File: src/rtl/core/dct2d_pkg.sv
// Shared types, constants and the cosine table of the 8x8 block transform.
`default_nettype none
package dct2d_pkg;

    localparam int BLOCK_SIZE     = 8;
    localparam int IDX_W          = 3;
    localparam int COEF_FRAC_BITS = 14;
    localparam int MID_FRAC       = 6;
    localparam int SAMPLE_W       = 16;
    localparam int COEF_W         = 16;
    localparam int MID_W          = 24;
    localparam int PROD_W         = MID_W + COEF_W;
    localparam int ACC_W          = PROD_W + 2;
    localparam int LD_ADDR_W      = 2 * IDX_W + 1;
    localparam int TP_ADDR_W      = 2 * IDX_W;
    localparam int RND_ONE        = COEF_FRAC_BITS - MID_FRAC;
    localparam int RND_TWO        = COEF_FRAC_BITS + MID_FRAC;

    // Scaled cosine magnitudes alpha(u)*cos(j*pi/16) in Q1.14 for u > 0.
    localparam logic [COEF_W-1:0] COS_MAG [0:8] = '{
        16'd8192, 16'd8035, 16'd7568, 16'd6811, 16'd5793,
        16'd4551, 16'd3135, 16'd1598, 16'd0
    };
    localparam logic [COEF_W-1:0] DC_MAG = 16'd5793;

    localparam logic [2:0] CFG_ADDR_MODE = 3'd0;

    typedef struct packed {
        logic                     en;
        logic [LD_ADDR_W-1:0]     addr;
        logic signed [SAMPLE_W-1:0] data;
    } t_ld_wr;

    typedef struct packed {
        logic vld;
        logic bank;
        logic inv;
    } t_job;

    // Table entry A[u][x] with the cosine sign taken from the quadrant.
    function automatic logic signed [COEF_W-1:0] coef_val(input logic [IDX_W-1:0] u,
                                                          input logic [IDX_W-1:0] x);
        logic [6:0]        prod;
        logic [4:0]        m;
        logic [1:0]        q;
        logic [3:0]        j;
        logic [COEF_W-1:0] mag;
        logic              neg;
        prod = 7'({3'b0, x, 1'b1} * {4'b0, u});
        m    = prod[4:0];
        q    = m[4:3];
        j    = q[0] ? (4'd8 - {1'b0, m[2:0]}) : {1'b0, m[2:0]};
        neg  = (q == 2'd1) || (q == 2'd2);
        mag  = (u == '0) ? DC_MAG : COS_MAG[j];
        return neg ? -$signed(mag) : $signed(mag);
    endfunction

endpackage
`default_nettype wire

File: src/rtl/core/dct2d_front.sv
// Input side: load counter, bank selection and the queue of finished blocks.
`default_nettype none
module dct2d_front (
    input  wire logic                              i_clk,
    input  wire logic                              i_rst_n,
    input  wire logic                              i_in_valid,
    output logic                                   o_in_stall,
    input  wire logic signed [dct2d_pkg::SAMPLE_W-1:0] i_sample,
    input  wire logic                              i_inverse_mode,
    output dct2d_pkg::t_ld_wr                      o_ld_wr,
    output dct2d_pkg::t_job                        o_job,
    input  wire logic                              i_pop
);
    import dct2d_pkg::*;

    logic [2*IDX_W-1:0] r_load_cnt;
    logic               r_wr_bank;
    logic [1:0]         r_q_cnt;
    logic               r_q_rd;
    logic               r_q_wr;
    logic               r_q_bank [2];
    logic               r_q_inv  [2];
    logic               accept;
    logic               push;

    // Two load banks: a block may be loaded while the other one is read.
    assign o_in_stall = (r_q_cnt == 2'd2);
    assign accept     = i_in_valid && !o_in_stall;
    assign push       = accept && (r_load_cnt == '1);

    assign o_ld_wr.en   = accept;
    assign o_ld_wr.addr = {r_wr_bank, r_load_cnt};
    assign o_ld_wr.data = i_sample;

    assign o_job.vld  = (r_q_cnt != 2'd0);
    assign o_job.bank = r_q_bank[r_q_rd];
    assign o_job.inv  = r_q_inv[r_q_rd];

    always_ff @(posedge i_clk) begin
        if (!i_rst_n) begin
            r_load_cnt <= '0;
            r_wr_bank  <= 1'b0;
            r_q_cnt    <= 2'd0;
            r_q_rd     <= 1'b0;
            r_q_wr     <= 1'b0;
        end else begin
            if (accept) begin
                r_load_cnt <= r_load_cnt + 1'b1;
            end
            if (push) begin
                r_wr_bank <= !r_wr_bank;
                r_q_wr    <= !r_q_wr;
            end
            if (i_pop) begin
                r_q_rd <= !r_q_rd;
            end
            r_q_cnt <= r_q_cnt + {1'b0, push} - {1'b0, i_pop};
        end
    end

    always_ff @(posedge i_clk) begin
        if (push) begin
            r_q_bank[r_q_wr] <= r_wr_bank;
            r_q_inv[r_q_wr]  <= i_inverse_mode;
        end
    end

    a_q_bound: assert property (@(posedge i_clk) disable iff (!i_rst_n)
        r_q_cnt <= 2'd2)
        else $error("block queue overflow");
    a_pop_nonempty: assert property (@(posedge i_clk) disable iff (!i_rst_n)
        i_pop |-> (r_q_cnt != 2'd0))
        else $error("pop from empty block queue");
    a_bank_free: assert property (@(posedge i_clk) disable iff (!i_rst_n)
        (push && r_q_cnt == 2'd1) |-> (r_wr_bank != r_q_bank[r_q_rd]))
        else $error("load bank still in use");

endmodule
`default_nettype wire

File: config.mk
export PLATFORM = sky130hd
export DESIGN_NAME = dct2d_front
export DESIGN_NICKNAME = d
export VERILOG_FILES = /design/src/rtl/core/dct2d_pkg.sv /design/src/rtl/core/dct2d_front.sv
export SDC_FILE = /design/constraint.sdc
export NUM_CORES = 1
export LEC_CHECK = 0
export CAP_MARGIN = 20
export CORE_MARGIN = 10
export CORE_UTILIZATION = 35
export DETAILED_ROUTE_END_ITERATION = 10
export DONT_BUFFER_PORTS = 1
export HOLD_SLACK_MARGIN = 0.02
export PLACE_DENSITY = 0.49
export SYNTH_ARGS = -nofsm -noshare
export SYNTH_HDL_FRONTEND = slang
export SYNTH_SLANG_ARGS = --single-unit
File: constraint.sdc
create_clock -name i_clk -period 2.15 [get_ports i_clk]
set_input_delay 0.43 -clock i_clk [delete_from_list [all_inputs] [get_ports i_clk]]
set_output_delay 0.43 -clock i_clk [all_outputs]
set_load 0.02 [all_outputs]
==> results.yml, run 1 <==
pwr:
  ir_drop_uv: 300.1
  p_per_area_nw_per_um2: 709.4
  p_leak_nw: 0.3111
placed_design:
  dp_hpwl_um: 1152
  io_buffers: 0
  gp_congestion: 0.7187
  dpl.cell_count: 102
worst_setup_path:
  timing.rr.end: "r_q_cnt[1]$_SDFF_PN0_"
  cpPeakStageDelay_ns: 0.35
  cp-start-kind: "flip-flop"
  cp.arrival_ns: 2.06
  worstPathCellList: "ha_1 -> nand2_2 -> nor3_2 -> inv_1 -> ha_1 -> inv_1 -> ha_1 -> xor2_1 -> xnor2_1 -> nor2_1"
  reg2reg_from: "r_load_cnt[1]$_SDFFE_PN0P_"
  worstPathRequired_ns: 2.34
  reg2reg_slack_ns: 0.28
  reg2reg_depth: 10
  critPathKind: "flip-flop to flip-flop"
  crit_fanout: 7
  slowest_stage: "dfxtp_1"
  path_buf_inv: 2
  worst_setup_path_end_kind: "flip-flop"
  cp_common_cell: "ha_1"
  path_delay_family: "adder cells"
route:
  wl_per_cell_um: 13.76
  via_per_inst: 5.132
  dr_total_vias: 544
  final_antenna_net_count: 0
  drc: 0
  dr.pass1.iters: 4
  wirelength_um: 1459
  drt-initial-drc-count: 10
timing:
  clock_skew_ns: 0.009724
  setup-tns-final_ns: 0
  timing.final.setup_violations: 0
  tightest_slew_ns: 0.3929
  rsz0062_at_grt: "no"
  fin_crit_ns: 1.873
  hold_viol_final: 0
  slew_headroom_pct: 73.71
  fin_crit_sh_pct: 87.13
  drv_slew: 0
  fmax_mhz: 533.8
  fin_hold_ws_ns: 0.2315
logic_synthesis:
  synth-main-ff-cell: "dfxtp_1"
  netlist_top_cells_area: "dfxtp_1 28%, buf_4 16%, edfxtp_1 14%"
  synthAdderAreaFrac_pct: 4.431
  yosysTopAreaCellShare_pct: 28.36
  synth.distinct_cells: 30
  synth_compound_area_share_pct: 9.453
  synth_cells: 86
  synth_edf_count: 4
  yosys_warnings: 0
  ys_ff_latch: 16
  synth-xor-area-share_pct: 3.102
  synth_top_family_by_area: "buffers and inverters"
  synth_common_cells: "18 x buf_4, 12 x dfxtp_1, 7 x a21oi_1"
  synth-simple-area-share_pct: 17.13
  avgSynthCellArea_um2: 9.850
  synth_nets: 110
  yosysMostFrequentCell: "buf_4"
  synthesis.area_um2: 847.1
  async_flop_share_pct: 0
  muxShareOfSynthArea_pct: 3.840
  seq_area_frac_synth_pct: 42.54
  synth_top_cell_by_area: "dfxtp_1"
cts:
  postCtsSetupRepairBufs: 0
  path_clk_slew_ns: 0.10
  cts_buffers: 3
  cts_max_path_buffers: 2
  root_buffer: "clkbuf_4"
  cts_tree: "yes"
  clkLatencyLatePin_ns: 0.29
  numClockSinks: 16
  htree_levels: 1
grt:
  grt_max_degree: 17
  grt_overflow: 0
  grt_pass1_vias: 525
  antenna_found_initial: 0
  grt_pass1_wl_um: 2456
  grt_use_total_pct: 6.128
outcome:
  status: "finished, final reports clean"
floorplanning:
  core_area_um2: 2255
  die_area_um2: 4788
  fp-row-count: 17
  io_pins: 49
  dieHeight_um: 69.20
  initial_core_util_pct: 37.57
  die_w_um: 69.20
worst_hold_path:
  hold_end: "r_q_inv[0]$_DFFE_PP_"
  hold_depth: 0
  hp-class: "input port to flip-flop"
  min_from: "i_inverse_mode"
final_layout:
  nNetsFinal: 103
  areaGrowthSynthToFinish_pct: -3.250
  antennaDiodeCount: 0
  fin_cells: 106
  drive_above_1_share_pct: 24.36
  nFillCells: 252
job:
  cap_violations: 0
## cells in the final DEF (no fill, tap or decap)
cell type	instances
o21ai_0	3
nand2_2	1
nand3_1	1
or3_2	1
nor2b_4	1
mux2_2	2
inv_1	3
buf_4	7
nor3_2	1
inv_2	1
nand2b_1	1
dfxtp_1	12
ha_1	3
a21oi_1	7
or4_1	3
or4_4	1
nand4_1	2
nand3b_1	1
nand2_1	2
or3_1	1
clkinv_1	2
xnor2_1	2
and2_1	2
o31ai_1	4
nor2_1	4
or2_2	1
mux2i_1	1
xor2_1	1
clkbuf_4	3
edfxtp_1	4
## worst max path at each step
stage	startpoint	end	slack, ns	cells after the start
6_report	r_load_cnt[1]$_SDFFE_PN0P_	r_q_cnt[1]$_SDFF_PN0_	0.28	10
4_1_cts	r_load_cnt[1]$_SDFFE_PN0P_	r_q_cnt[1]$_SDFF_PN0_	0.12	10
3_5_place_dp	r_load_cnt[1]$_SDFFE_PN0P_	r_q_cnt[1]$_SDFF_PN0_	0.13	10
5_1_grt	r_load_cnt[0]$_SDFFE_PN0P_	r_q_cnt[1]$_SDFF_PN0_	0.06	10
2_1_floorplan	r_load_cnt[0]$_SDFFE_PN0P_	r_q_cnt[1]$_SDFF_PN0_	0.11	10
3_3_place_gp	r_load_cnt[1]$_SDFFE_PN0P_	r_q_cnt[1]$_SDFF_PN0_	0.10	10
## flip-flops by register name (all words and copies together), names as in the netlist, named ones only
register and count:
r_q_bank 2, r_load_cnt 6, r_q_inv 2, r_q_wr 1
r_q_cnt 2, r_q_rd 1, r_wr_bank 1
## what timing repair did
item	4_1_cts	5_1_grt
hold buffers	0	0
setup endpoints to repair	0	1
resized for setup	0	1
## where the power goes
part / switching, mW / leakage (nW) / internal, mW / total (mW)
Clock: 0.0961 / 0.0154 / 0.0673 / 0.163
Combinational: 0.0536 / 0.156 / 0.0346 / 0.0883
Sequential: 0.00921 / 0.139 / 0.320 / 0.330
## per-layer routing
metal / track usage (%) / vias up / share of wire [%]
met2: 9.677 / 22 / 49
met3: 2.425 / 8 / 8.5
met4: 5.765 / 0 / 3.1
met5: 0 / - / 0
met1: 5.958 / 246 / 39
li1: - / 268 / -
## layout make-up
type | count | area, µm² | share of cell area (%)
clock inverters | 1 | 3.754 | 0.4580
repair buffers | 7 | 52.55 | 6.412
well taps | 28 | 35.03 | 4.275
multi-input cells | 46 | 326.6 | 39.85
flip-flops and latches | 16 | 360.3 | 43.97
clock buffers | 3 | 22.52 | 2.748
inverters | 5 | 18.77 | 2.290
## stage by stage
step	power, mW	area, µm²	worst slack [ns]	utilization, %
after floorplan	0.4560	847.1	0.1104	-
after global placement	0.4259	788.3	0.1016	34.96
after detailed placement	0.4270	788.3	0.1260	34.96
after CTS	0.5879	814.5	0.1188	36.13
after global routing	0.6115	819.5	0.05929	36.35
final	0.5814	819.5	0.2767	36.35
## kinds of logic after synthesis
kind of cell             count (synthesis)
buffers and inverters                   24
flip-flops                              16
AND/OR/NAND/NOR                         23
multiplexers                             3
adder cells (fa/ha/maj)                  3
XOR/XNOR                                 3
AO/OA/AOI/OAI                           14
## worst reg2reg max path: stages, from the launching register on
cell and delay (ns):
dfxtp_1 0.35, ha_1 0.16, nand2_2 0.10, nor3_2 0.28, inv_1 0.08, ha_1 0.27
inv_1 0.04, ha_1 0.17, xor2_1 0.15, xnor2_1 0.13, nor2_1 0.05
Power figures use the tool's default switching activity.
==> run 2: changes to the inputs <==
ABC_AREA = 1   (was unset)
==> run 2 against run 1 <==
Against the previous run: register-to-register slack better by 0.06 ns; flip-flop and latch count unchanged; cell area rose by 3.2%; wire length is 16% higher; die area increased by 1.9%; largest cell class unchanged; critical path depth stayed put; sequential power hardly changed; clock skew shrank 0.0079 ns.
==> results.yml, run 2 <==
outcome:
  status: "finished, final reports clean"
grt:
  grt_pass1_vias: 607
  grt_max_degree: 11
  antenna_found_initial: 0
  grt_use_total_pct: 7.679
  grt_pass1_wl_um: 3022
  grt_overflow: 0
placed_design:
  io_buffers: 0
  dp_hpwl_um: 1376
  gp_congestion: 0.6659
timing:
  clock_skew_ns: 0.001864
  tightest_slew_ns: 0.3240
  drv_slew: 0
  fin_crit_sh_pct: 84.45
  slew_headroom_pct: 78.37
  fmax_mhz: 550.8
  fin_crit_ns: 1.816
  hold_viol_final: 0
  setup-tns-final_ns: 0
  timing.final.setup_violations: 0
  rsz0062_at_grt: "no"
cts:
  cts_tree: "yes"
  numClockSinks: 16
  cts_buffers: 3
  htree_levels: 1
  path_clk_slew_ns: 0.09
  cts_max_path_buffers: 2
  postCtsSetupRepairBufs: 0
  root_buffer: "clkbuf_4"
  postCtsResizedCells: 0
  clkLatencyLatePin_ns: 0.29
  hold_buffers: 0
final_layout:
  layout_common_cells: "13 x nand2_1, 13 x nor2_1, 12 x dfxtp_1"
  nNetsFinal: 119
  antennaDiodeCount: 0
  areaGrowthSynthToFinish_pct: -2.734
  nFillCells: 278
  top_register: "r_load_cnt"
  largest_register_ffs: 6
  drive_above_1_share_pct: 24.47
pwr:
  total_power_mw: 0.5821
  p_leak_nw: 0.3580
  p_per_area_nw_per_um2: 688.3
  ir_drop_uv: 401.9
logic_synthesis:
  synth_nets: 126
  synth_common_cells: "18 x buf_4, 13 x nand2_1, 13 x nor2_1, 12 x dfxtp_1, 11 x inv_1"
  avgSynthCellArea_um2: 8.525
  synth-main-ff-cell: "dfxtp_1"
  synth_edf_count: 4
  yosysMostFrequentCell: "buf_4"
  synth.distinct_cells: 23
  synthesis.area_um2: 869.6
  yosys_warnings: 0
  async_flop_share_pct: 0
  netlist_top_cells_area: "dfxtp_1 28%, buf_4 16%, edfxtp_1 14%"
  ys_ff_latch: 16
  synth_top_cell_by_area: "dfxtp_1"
  yosysTopAreaCellShare_pct: 27.63
  synth_cells: 102
  seq_area_frac_synth_pct: 41.44
worst_setup_path:
  worst_setup_path_end_kind: "flip-flop"
  worstPathRequired_ns: 2.38
  slowest_stage: "dfxtp_1"
  critPathKind: "flip-flop to flip-flop"
  cp_common_cell: "ha_1"
  path_buf_inv: 1
  cpPeakStageDelay_ns: 0.35
  path_delay_family: "adder cells"
  cp-start-kind: "flip-flop"
  cp.arrival_ns: 2.04
  worstPathCellList: "ha_1 -> nand3_2 -> nor2_4 -> nand2_2 -> ha_1 -> inv_1 -> ha_1 -> xnor2_1 -> o21ai_1 -> a21oi_1"
  crit_fanout: 4
floorplanning:
  fp-row-count: 18
  initial_core_util_pct: 35.75
  core_area_um2: 2432
  io_pins: 49
  dieHeight_um: 69.85
  die_w_um: 69.85
  die_area_um2: 4878
route:
  wirelength_um: 1697
  dr_total_vias: 561
  drc: 0
  via_per_inst: 4.524
  drt-initial-drc-count: 12
  final_antenna_net_count: 0
  wl_per_cell_um: 13.69
  dr.pass1.iters: 4
worst_hold_path:
  hp-class: "input port to flip-flop"
job:
  cap_violations: 0
==> run 2: cell type report <==
class	count	area, µm²	share of cell area [%]
Inverter	12	45.04	5.325
Sequential cell	16	360.3	42.60
Timing Repair Buffer	7	52.55	6.213
Multi-Input combinational cell	55	324.1	38.31
Clock buffer	3	22.52	2.663
Tap cell	30	37.54	4.438
Clock inverter	1	3.754	0.4438
==> run 2: cells by family (layout without fill, tap and decap cells) <==
| logic type | Yosys count | in the layout | synth area share [%] |
|---|---|---|---|
| fa+ha+maj | 3 | 3 | 4.317 |
| flops | 16 | 16 | 41.44 |
| xor+xnor | 2 | 2 | 2.015 |
| compound gates | 10 | 10 | 7.482 |
| buf+inv | 31 | 23 | 21.29 |
| mux | 2 | 2 | 2.590 |
| simple gates | 38 | 38 | 20.87 |
==> run 2: metrics by stage <==
stage	std cells	utilization, %	worst slack (ns)	hold WS [ns]	area (µm²)
after global placement	120	33.69	0.4146	0.4967	819.5
after global routing	124	34.77	0.1268	0.2031	845.8
after CTS	124	34.77	0.3230	0.2219	845.8
after floorplan	102	-	0.2321	0.4707	869.6
after detailed placement	120	33.69	0.3376	0.5038	819.5
final	124	34.77	0.3343	0.2325	845.8
==> run 2: path summary, 6_finish.rpt <==
path,slack [ns],from,cells past startpoint,endpoint
worst max-delay path,0.33,r_load_cnt[0]$_SDFFE_PN0P_,10,r_q_cnt[1]$_SDFF_PN0_
worst min-delay path,0.23,i_rst_n,2,r_q_cnt[0]$_SDFF_PN0_
worst max register to register,0.33,r_load_cnt[0]$_SDFFE_PN0P_,10,r_q_cnt[1]$_SDFF_PN0_
worst min register to register,0.52,r_q_rd$_SDFFE_PN0P_,2,flip-flop
==> run 2: layer usage <==
| layer | GRT usage [%] | wire length [µm] | up-vias |
|---|---|---|---|
| li1 | - | - | 286 |
| met1 | 7.268 | 664 | 240 |
| met2 | 11.98 | 749 | 29 |
| met3 | 6.724 | 265 | 6 |
| met4 | 2.412 | 17 | 0 |
| met5 | 0 | 0 | - |
==> run 2: report_power, final <==
group	leakage, nW	internal [mW]	switching (mW)
Sequential	0.135	0.320	0.00984
Combinational	0.208	0.0327	0.0555
Clock	0.0154	0.0675	0.0965
Total	0.358	0.420	0.162
